`src/rtl/sldf_pkg.sv`:
```
package sldf_pkg;

  localparam int unsigned BUF_DEPTH = 256;
  localparam int unsigned SYNC_W = 31;
  localparam logic [SYNC_W-1:0] SYNC_RESET = 31'h3CC3817E;
  localparam logic [SYNC_W-1:0] HDR_TOP = 31'h40000000;
  localparam logic [7:0] MOD_BASE = 8'd255;
  localparam logic [7:0] BIT_MSB = 8'h80;
  localparam logic [2:0] FILL_RELOAD = 3'd7;
  localparam logic [2:0] BIT_LAST = 3'd7;

  typedef enum logic [1:0] {
    KIND_FILLER  = 2'd0,
    KIND_LENGTH  = 2'd1,
    KIND_PAYLOAD = 2'd2,
    KIND_BUSY    = 2'd3
  } kind_e;

  typedef struct packed {
    logic we;
    logic re;
  } mem_ctl_t;

  typedef struct packed {
    logic       valid;
    logic       from_store;
    kind_e      kind;
    logic [7:0] data;
    logic       last;
  } res_t;

endpackage

```
`src/rtl/sldf_store.sv`:
```
module sldf_store import sldf_pkg::*; #(
  parameter int unsigned Depth = BUF_DEPTH,
  parameter int unsigned AddrW = $clog2(Depth)
) (
  input  logic             clk_i,
  input  mem_ctl_t         ctl_i,
  input  logic [AddrW-1:0] addr_i,
  input  logic [7:0]       wdata_i,
  output logic [7:0]       rdata_o
);

  logic [7:0] mem_q [Depth];
  logic [7:0] rdata_q;

  always_ff @(posedge clk_i) begin
    if (ctl_i.we) begin
      mem_q[addr_i] <= wdata_i;
    end
    if (ctl_i.re) begin
      rdata_q <= mem_q[addr_i];
    end
  end

  assign rdata_o = rdata_q;

endmodule

```
`src/rtl/sldf_ctrl.sv`:
```
module sldf_ctrl import sldf_pkg::*; #(
  parameter int unsigned Depth = BUF_DEPTH,
  parameter int unsigned AddrW = $clog2(Depth)
) (
  input  logic              clk_i,
  input  logic              rst_ni,
  input  logic              cfg_we_i,
  input  logic [SYNC_W-1:0] cfg_wdata_i,
  input  logic              accept_i,
  input  logic              drain_i,
  input  logic              bit_i,
  output res_t              res_o,
  output mem_ctl_t          mem_ctl_o,
  output logic [AddrW-1:0]  mem_addr_o,
  output logic [7:0]        mem_wdata_o
);

  typedef enum logic [5:0] {
    PH_HUNT = 6'b000001,
    PH_LEN  = 6'b000010,
    PH_PAY  = 6'b000100,
    PH_CHK0 = 6'b001000,
    PH_CHK1 = 6'b010000,
    PH_HOLD = 6'b100000
  } phase_e;

  function automatic logic [7:0] mod_add(logic [7:0] a, logic [7:0] b);
    logic [8:0] s;
    s = {1'b0, a} + {1'b0, b};
    if (s >= {1'b0, MOD_BASE}) begin
      s = s - {1'b0, MOD_BASE};
    end
    return s[7:0];
  endfunction

  phase_e            phase_q, phase_d;
  logic [SYNC_W-1:0] sync_q, hdr_q, hdr_d;
  logic [2:0]        fill_q, fill_d, bcnt_q, bcnt_d;
  logic [7:0]        bsh_q, bsh_d, flen_q, flen_d, idx_q, idx_d;
  logic [7:0]        slo_q, slo_d, shi_q, shi_d;
  logic [7:0]        gathered, idx_inc, slo_add, shi_add;

  assign gathered = {bit_i, bsh_q[7:1]};
  assign idx_inc  = idx_q + 8'd1;
  assign slo_add  = mod_add(slo_q, gathered);
  assign shi_add  = mod_add(shi_q, slo_add);
  assign mem_addr_o  = idx_q[AddrW-1:0];
  assign mem_wdata_o = gathered;

  always_comb begin
    phase_d = phase_q;
    hdr_d   = hdr_q;
    fill_d  = fill_q;
    bcnt_d  = bcnt_q;
    bsh_d   = bsh_q;
    flen_d  = flen_q;
    idx_d   = idx_q;
    slo_d   = slo_q;
    shi_d   = shi_q;
    res_o   = '{valid: 1'b0, from_store: 1'b0, kind: KIND_FILLER, data: 8'd0, last: 1'b0};
    mem_ctl_o = '{we: 1'b0, re: 1'b0};
    if (accept_i) begin
      if (drain_i) begin
        if (phase_q == PH_HOLD) begin
          mem_ctl_o.re     = 1'b1;
          res_o.valid      = 1'b1;
          res_o.from_store = 1'b1;
          res_o.kind       = KIND_PAYLOAD;
          idx_d            = idx_inc;
          if (idx_inc == flen_q) begin
            res_o.last = 1'b1;
            phase_d    = PH_HUNT;
            flen_d     = 8'd0;
            fill_d     = 3'd0;
          end
        end
      end else if (phase_q == PH_HOLD) begin
        res_o.valid = 1'b1;
        res_o.kind  = KIND_BUSY;
      end else if (phase_q == PH_HUNT) begin
        if (!bit_i) begin
          if (hdr_q == sync_q) begin
            phase_d = PH_LEN;
            hdr_d   = '0;
            bsh_d   = 8'd0;
            bcnt_d  = 3'd0;
          end else begin
            hdr_d = hdr_q >> 1;
          end
        end else begin
          hdr_d = HDR_TOP | (hdr_q >> 1);
          if (fill_q == 3'd0) begin
            fill_d      = FILL_RELOAD;
            res_o.valid = 1'b1;
            res_o.kind  = KIND_FILLER;
          end else begin
            fill_d = fill_q - 3'd1;
          end
        end
      end else if (bcnt_q != BIT_LAST) begin
        bsh_d  = gathered;
        bcnt_d = bcnt_q + 3'd1;
      end else begin
        bsh_d  = 8'd0;
        bcnt_d = 3'd0;
        case (phase_q)
          PH_LEN: begin
            flen_d = gathered;
            idx_d  = 8'd0;
            slo_d  = mod_add(8'd0, gathered);
            shi_d  = mod_add(8'd0, gathered);
            if (gathered == 8'd0) begin
              phase_d = PH_HUNT;
              flen_d  = 8'd0;
            end else begin
              phase_d = PH_PAY;
            end
          end
          PH_PAY: begin
            mem_ctl_o.we = 1'b1;
            idx_d        = idx_inc;
            slo_d        = slo_add;
            shi_d        = shi_add;
            if (idx_inc == flen_q) begin
              phase_d = PH_CHK0;
            end
          end
          PH_CHK0: begin
            if (gathered == slo_q) begin
              phase_d = PH_CHK1;
            end else begin
              phase_d = PH_HUNT;
              flen_d  = 8'd0;
            end
          end
          PH_CHK1: begin
            if (gathered == shi_q) begin
              phase_d     = PH_HOLD;
              idx_d       = 8'd0;
              res_o.valid = 1'b1;
              res_o.kind  = KIND_LENGTH;
              res_o.data  = flen_q;
            end else begin
              phase_d = PH_HUNT;
              flen_d  = 8'd0;
            end
          end
          default: begin
            phase_d = PH_HUNT;
            flen_d  = 8'd0;
          end
        endcase
      end
    end
  end

  always_ff @(posedge clk_i or negedge rst_ni) begin
    if (!rst_ni) begin
      phase_q <= PH_HUNT;
      sync_q  <= SYNC_RESET;
      hdr_q   <= '0;
      fill_q  <= 3'd0;
      bcnt_q  <= 3'd0;
      bsh_q   <= 8'd0;
      flen_q  <= 8'd0;
      idx_q   <= 8'd0;
      slo_q   <= 8'd0;
      shi_q   <= 8'd0;
    end else begin
      phase_q <= phase_d;
      hdr_q   <= hdr_d;
      fill_q  <= fill_d;
      bcnt_q  <= bcnt_d;
      bsh_q   <= bsh_d;
      flen_q  <= flen_d;
      idx_q   <= idx_d;
      slo_q   <= slo_d;
      shi_q   <= shi_d;
      if (cfg_we_i) begin
        sync_q <= cfg_wdata_i;
      end
    end
  end

endmodule

```
`src/rtl/sync_length_fletcher_deframer_unit.sv`:
```
// Deframer for a bit stream with a 31-bit sync word, a length byte, payload
// and a two-byte Fletcher-16 check.
// Input stream: each transaction is one item; tuser selects a sample bit (0)
// or a drain tick (1), and tdata bit 0 carries the sample bit.
// Output stream: tdata is the byte, tuser its kind (filler, length, payload,
// busy) and tlast marks the final payload byte of a frame.
// The configuration write port sets the sync word.
// A result appears on the output in the cycle after the input transaction that
// causes it; one input item is taken every cycle while the input is ready, with
// payload bytes read from a synchronous buffer memory addressed by drain index.
// When the receiver stalls, the result waits in the output register and the
// input stays ready only while that register is empty or being emptied.
// Reset returns the control state to hunting and restores the default sync
// word; the payload buffer is not cleared, as a frame is only drained from
// entries that it has written itself.
module sync_length_fletcher_deframer_unit import sldf_pkg::*; #(
  parameter int unsigned BufDepth = BUF_DEPTH
) (
  input  logic              clk_i,
  input  logic              rst_ni,
  input  logic              s_axis_tvalid_i,
  output logic              s_axis_tready_o,
  input  logic [7:0]        s_axis_tdata_i,  // [0] sample_bit
  input  logic              s_axis_tuser_i,  // [0] req_type
  output logic              m_axis_tvalid_o,
  input  logic              m_axis_tready_i,
  output logic [7:0]        m_axis_tdata_o,  // [7:0] out_byte
  output logic [1:0]        m_axis_tuser_o,  // [1:0] out_kind
  output logic              m_axis_tlast_o,
  input  logic              cfg_we_i,
  input  logic [SYNC_W-1:0] cfg_wdata_i
);

  localparam int unsigned AddrW = $clog2(BufDepth);

  logic             accept;
  res_t             res, res_q;
  logic             out_valid_q, out_valid_d;
  mem_ctl_t         mem_ctl;
  logic [AddrW-1:0] mem_addr;
  logic [7:0]       mem_wdata, mem_rdata;

  assign s_axis_tready_o = !out_valid_q || m_axis_tready_i;
  assign accept = s_axis_tvalid_i && s_axis_tready_o;

  sldf_ctrl #(
    .Depth (BufDepth),
    .AddrW (AddrW)
  ) u_ctrl (
    .clk_i       (clk_i),
    .rst_ni      (rst_ni),
    .cfg_we_i    (cfg_we_i),
    .cfg_wdata_i (cfg_wdata_i),
    .accept_i    (accept),
    .drain_i     (s_axis_tuser_i),
    .bit_i       (s_axis_tdata_i[0]),
    .res_o       (res),
    .mem_ctl_o   (mem_ctl),
    .mem_addr_o  (mem_addr),
    .mem_wdata_o (mem_wdata)
  );

  sldf_store #(
    .Depth (BufDepth),
    .AddrW (AddrW)
  ) u_store (
    .clk_i   (clk_i),
    .ctl_i   (mem_ctl),
    .addr_i  (mem_addr),
    .wdata_i (mem_wdata),
    .rdata_o (mem_rdata)
  );

  always_comb begin
    out_valid_d = out_valid_q;
    if (accept) begin
      out_valid_d = res.valid;
    end else if (m_axis_tready_i) begin
      out_valid_d = 1'b0;
    end
  end

  always_ff @(posedge clk_i or negedge rst_ni) begin
    if (!rst_ni) begin
      out_valid_q <= 1'b0;
    end else begin
      out_valid_q <= out_valid_d;
    end
  end

  always_ff @(posedge clk_i) begin
    if (accept) begin
      res_q <= res;
    end
  end

  assign m_axis_tvalid_o = out_valid_q;
  assign m_axis_tdata_o  = res_q.from_store ? mem_rdata : res_q.data;
  assign m_axis_tuser_o  = res_q.kind;
  assign m_axis_tlast_o  = res_q.last;

endmodule

```
`config.mk`:
```
export PLATFORM = sky130hd
export DESIGN_NAME = sync_length_fletcher_deframer_unit
export DESIGN_NICKNAME = d
export VERILOG_FILES = /design/src/rtl/sldf_pkg.sv /design/src/rtl/sldf_store.sv /design/src/rtl/sldf_ctrl.sv /design/src/rtl/sync_length_fletcher_deframer_unit.sv
export SDC_FILE = /design/constraint.sdc
export NUM_CORES = 2
export LEC_CHECK = 0
export ABC_AREA = 1
export BUFFER_PORTS_ARGS = -buffer_cell sky130_fd_sc_hd__buf_4
export CORE_MARGIN = 4
export CORE_UTILIZATION = 55
export DETAILED_ROUTE_END_ITERATION = 12
export PLACE_DENSITY = 0.72
export SETUP_SLACK_MARGIN = 0.5
export SYNTH_ARGS = -nofsm -noshare
export SYNTH_HDL_FRONTEND = slang
export SYNTH_HIERARCHICAL = 1
export SYNTH_SLANG_ARGS = --single-unit
export TNS_END_PERCENT = 50
```
`constraint.sdc`:
```
create_clock -name clk_i -period 7.4 [get_ports clk_i]
set_input_delay 0.74 -clock clk_i [delete_from_list [all_inputs] [get_ports clk_i]]
set_output_delay 0.74 -clock clk_i [all_outputs]
set_load 0.01 [all_outputs]
```
* Word level (Yosys, flattened, before mapping) *
Memory sizes are Yosys's and may differ from the RTL's. A register that Yosys moved wholly into a read port is not among the register bits.
Index checks and enable logic that the tools add are counted.

word-level totals
  memories kept = 1
  bits in writable memories = 2,048
  word-level logic and storage cells = 159
  output and inout port bits = 13
  bits of input ports = 45
  flip-flop bits (word level) = 127

memory list
  memory         words  width  read ports  clocked after Yosys merged registers in  write ports  RTL line          RTL
  u_store.mem_q  256    8      1           1                                        1            sldf_store.sv:12  logic [7:0] mem_q [Depth];

operators by class
  equality and inequality tests = 26
  order comparisons = 3
  reduce and logical (&&, ||, !) cells = 19
  bitwise gates (word level) = 6
  muxes and demuxes = 81
  add/sub/neg operators = 8

operator list
  operator                                                                              count
  8-bit two-way mux                                                                     23
  6-bit two-way mux                                                                     10
  3-bit two-way mux                                                                     12
  8-bit case mux with 2 select lines                                                    2
  8-bit case mux with 4 select lines                                                    1
  31-bit == test                                                                        1
  31-bit two-way mux                                                                    1
  30-bit two-way mux                                                                    1
  8-bit == test                                                                         3
  6-bit case mux with 4 select lines                                                    1
  8-bit case mux with 3 select lines                                                    1
  8-bit subtractor (second input constant)                                              3
  1-bit two-way mux                                                                     20
  10-bit two-way mux                                                                    2
  8-bit by 8-bit adder with 9-bit output                                                2
  9-bit by 8-bit greater-or-equal comparator with 1-bit output (second input constant)  2
  3-bit inequality test (second input constant)                                         5
  2-bit inequality test (second input constant)                                         7
  6-bit AND reduction                                                                   2
  9-bit two-way mux                                                                     1
  9-bit AND reduction                                                                   1
  8-bit by 1-bit adder with 8-bit output (second input constant)                        1
  8-bit greater-or-equal comparator (second input constant)                             1
  8-bit logical NOT                                                                     1
  27 further kinds                                                                      39

* Logic depth before layout (Yosys ltp) *
  word-level depth = 9
  gate-level depth with buffers = 30
  mapped depth without buffers = 30

* Hierarchy *
The synthesis kept the hierarchy.

modules (own cells, without submodules)
  module                              area each (um^2)  times used  cells each
  sldf_store                          84,936.5          1           8,021
  sldf_ctrl                           7,499.7           1           980
  sync_length_fletcher_deframer_unit  535.5             1           46

* Worst setup path after synthesis *
Ideal clock, no wire load.

  kind = flip-flop to flip-flop
  from = register u_ctrl.bsh_q[4]
  to = register u_ctrl.shi_q[4]
  buffers on the path = 0
  stages on the path, launching flop included = 27
  path slack = 0.274 ns
  data arrival time = 7.037 ns
  period minus slack after synthesis = 7.126 ns
  cell sequence = dfrtp_1 > ha_1 > or2_1 > nand3b_1 > nand2_1 > nand2_1 > nand2_2 > nor2_2 > nand2_2 > nand3_2 > nand2_1 > and2_1 > ha_1 > inv_1 > fa_1 > inv_1 > ha_1 > inv_1 > nor2_1 > nand3_1 > nor2_2 > nand3_2 > nand3_2 > nand2_1 > nand2_1 > nand2_1 > a21oi_1

on the way
  word-level cells in the longest chain between the ends = 7

ends and longest elaborated chain
  item                                                                                                     RTL line                          RTL
  start: declaration                                                                                       sldf_ctrl.sv:39                   logic [7:0] bsh_q, bsh_d, flen_q, flen_d, idx_q, idx_d;
  start signal: assignment                                                                                 sldf_ctrl.sv:174                  bsh_q <= bsh_d;
  8-bit by 8-bit adder with 9-bit output                                                                   sldf_ctrl.sv:29                   s = {1'b0, a} + {1'b0, b};
  8-bit subtractor / 9-bit by 8-bit greater-or-equal comparator with 1-bit output (equally long branches)  sldf_ctrl.sv:31, sldf_ctrl.sv:30
  8-bit two-way mux                                                                                        sldf_ctrl.sv:30                   if (s >= {1'b0, MOD_BASE}) begin
  8-bit by 8-bit adder with 9-bit output                                                                   sldf_ctrl.sv:29
  8-bit subtractor / 9-bit by 8-bit greater-or-equal comparator with 1-bit output (equally long branches)  sldf_ctrl.sv:31, sldf_ctrl.sv:30
  8-bit two-way mux                                                                                        sldf_ctrl.sv:30
  8-bit case mux with 2 select lines (*)                                                                   sldf_ctrl.sv:106                  case (phase_q)
  end signal: assignment                                                                                   sldf_ctrl.sv:178                  shi_q <= shi_d;
  end: declaration                                                                                         sldf_ctrl.sv:40                   logic [7:0] slo_q, slo_d, shi_q, shi_d;

Mark *: on every way between the ends. The rest lies on a longest branch, timed or not.
A chain may end at the register's enable or synchronous reset.

* Final worst setup path *
  from = register u_ctrl.bsh_q[3]
  to = register u_ctrl.shi_q[5]

The elaborated chain is that of the path after synthesis.

==> results.md <==
* Skew final at 0.0442 ns
* DRT Wirelength at 231000 um
* Post-Synthesis Cells at 9047
* Max VDD drop at 0.454 mV
* Mapped cell area at 0.0930 mm2
* Max Slew Vio Count at 0
* Vias in the first global route at 59.9k
* Full die area at 0.176 mm2
* Reg clk slew, reported paths at 0.06 ns
* CP Data Arrival Time at 6.05 ns
* Pleak at 41.1 nW
* Max Used Layer: met4
* Commonest non-fill, non-tap cell in the layout: nand2_1
* Post-route ant nets at 0
* Warnings from Yosys at 6
* Most frequent cells in the layout: nand2_1, edfxtp_1, nor2_1, nand3_1, clkbuf_16
* Clock Latency Late Sink at 0.86 ns
* Reg power frac at 39.5%
* Relative slew margins at 25.6%
* Drt via density at 5.56
* Internal at 24.6 mW
* FILL cells at 13.0k
* Actual slew at the worst max-slew pin at 1.11 ns
* Nets at 9016
* Final hold violations at 0
* Crit Path Category: reg -> reg
* Num CTS Buffers at 212
* Sequential share of the synthesized area at 69.9%
* Cell variety after synth at 54
* Wire per inst at 20.4 um
* Row count at 150
* Area of the multi-input gates at 0.0253 mm2
* PortBufs at 50
* Io pins at 58
* Setup crit end kind: flop
* H-tree levels at 4
* Root Buffer: clkbuf_16
* DR vias at 63.0k
* FF+latch count, synth at 2182
* DP HPWL at 127000 um
* Async S/R FF share, synth at 5.22%
* Largest net degree at the start of global routing at 187
* TritonCTS clock tree: yes
* Final setup TNS at 0 ns
* First-pass DRT Iterations at 6
* Core Box Area at 0.168 mm2
* Syn Nets at 9124
* Pwr Density at 388 mW/mm2
* FF+latch area at 0.0650 mm2
* Max Cap Violations at 0
* Sw Ratio at 37.8%
* Initial antenna violation count at 5
* Final period utilization at 71.7%
* Clk pwr share at 27.4%
* Residual DRC at 0
* Routed length on met2 at 108000 um
* Starting Density at 55.5%
* CTS sink cnt at 2182
* Mapped Avg Cell Area at 10.3 um2
* Hold Worst Slack at 0.126 ns
* Die Wd at 419 um
* GR Util All Layers at 26.1%
* Global-route wire length before repair at 352000 um
* Post-synth EDFFs at 2068
* GP Congestion at 0.880
* Initial DRC count at 7444
* RSZ-0062 raised after global routing: false
* Fraction of layout cells with a size suffix above 1 at 6.19%
* Final critical-path required period at 5.31 ns
* P_sw at 15.0 mW
* Met1 wire length at 91700 um
* CP required at 8.14 ns
* Ant diodes at 0
* Grt ovf at 0
* Status: complete, no violations
* Clk buf depth at 3
* Combinational Power Share at 33.1%
* Worst min path class: in -> reg
* CP Max Fanout at 75
* Met3 wire len at 22800 um
* Die Y at 419 um
* Synth Flop Type: edfxtp_1
* Syn-to-layout area delta at 9.76%
* Startpoint types: flop
* Setup violators final at 0
* F_max at 188 MHz
==> area by class of cell <==
cell class                      count  share of cell area, %
Clock buffer                      253                   5.48
Timing Repair Buffer              125                   1.14
Tap cell                         2204                   2.70
Inverter                          191                  0.736
Sequential cell                  2182                   63.7
Multi-Input combinational cell   6227                   24.8
Clock inverter                    134                   1.45
==> worst max-delay path: stages (launching register included) <==
cell and delay (ns):
dfrtp_4 1.07, ha_1 0.43, a21oi_1 0.22, nand2_1 0.13, nand2_1 0.10, nand2_1 0.06
nand2_1 0.06, nand2_1 0.14, nor2_1 0.24, nand2_2 0.17, nand3_2 0.17, nand2_1 0.08
and2_1 0.17, ha_1 0.21, inv_1 0.08, fa_1 0.48, inv_1 0.10, ha_1 0.15
inv_1 0.06, nor2_1 0.14, nand3_1 0.11, nor2_2 0.14, nand3_2 0.18, nand3_2 0.20
nand2_1 0.07, nand2_1 0.07, nand2_1 0.06, a21oi_1 0.15
==> metal layers <==
metal | global-route usage (%) | vias up
met5 | 0 | -
met4 | 10.4 | 0
met3 | 4.81 | 472
met2 | 41.4 | 2955
met1 | 36.1 | 30100
li1 | - | 29500
==> power groups by stage <==
stage,Combinational (mW),Clock (mW),Sequential (mW)
after CTS,12.9,11.0,15.6
after global routing,14.5,11.5,15.6
after global placement,12.6,0,15.8
after detailed placement,12.8,0,15.9
after floorplan,8.40,0,16.1
final,13.1,10.8,15.6
==> cells by family after synthesis <==
| family | share of synthesized area [%] |
|---|---|
| and+or+nand+nor | 24.2 |
| DFF | 69.9 |
| buffers and inverters | 2.95 |
| AOI/OAI and AO/OA | 1.95 |
| xor gates and xnor gates | 0.320 |
| adders and majority gates | 0.447 |
| muxes | 0.206 |
==> flip-flops by register name, indices dropped and copies added (netlist names), 7 cells and up <==
signal,cells
u_store/mem_q,2048
u_ctrl/hdr_q,31
u_ctrl/sync_q,31
res_q,9
u_ctrl/flen_q,8
u_ctrl/mem_addr_o,8
u_ctrl/shi_q,8
u_ctrl/slo_q,8
u_store/rdata_o,8
u_ctrl/bsh_q,7
==> final timing paths <==
check                                       end  slack (ns)  depth (start not counted)              start
setup / recovery                u_ctrl/shi_q[5]        2.09                         27    u_ctrl/bsh_q[3]
hold / removal                  m_axis_tvalid_o        0.13                          3    s_axis_tvalid_i
setup reg to reg                u_ctrl/shi_q[5]        2.09                         27    u_ctrl/bsh_q[3]
hold reg to reg               u_ctrl/phase_q[0]        0.48                          2  u_ctrl/phase_q[0]
max in group asynchronous  u_ctrl/mem_addr_o[1]        5.47                          3             rst_ni
min in group asynchronous       u_ctrl/hdr_q[2]        0.42                          2             rst_ni
==> synth_stat cells (16+ instances only) <==
cell type / count / area (um2)
o21ai_1: 122 / 611
dfrtp_1: 97 / 2430
a21oi_1: 55 / 275
nand2_1: 5046 / 18900
xor2_1: 23 / 201
buf_1: 55 / 206
o21ai_0: 95 / 475
buf_2: 189 / 946
nor2_1: 403 / 1510
inv_1: 177 / 664
edfxtp_1: 2068 / 62100
ha_1: 30 / 375
dfstp_2: 17 / 447
nand3_1: 262 / 1310
mux2_2: 17 / 191
o31ai_1: 16 / 120
nand4_1: 33 / 206
clkbuf_1: 184 / 691
==> through the flow <==
| stage | total power, mW | std cells | worst slack, ns | instance area [um2] | util, % |
|---|---|---|---|---|---|
| after detailed placement | 28.7 | 10900 | 2.16 | 95000 | 56.7 |
| after CTS | 39.5 | 11300 | 2.14 | 102000 | 60.9 |
| after global placement | 28.5 | 10900 | 2.29 | 95000 | 56.7 |
| after global routing | 41.7 | 11300 | 1.65 | 102000 | 60.9 |
| final | 39.5 | 11300 | 2.09 | 102000 | 60.9 |
| after floorplan | 24.5 | 9047 | 1.79 | 93000 | - |
==> what timing repair did <==
item / CTS / global route
endpoints found under the hold margin: 27 / 0
hold buffers: 1 / 0
gates resized for setup: 0 / 0
setup buffers: 0 / 0
Note: power is estimated with default switching activity, not from simulation.
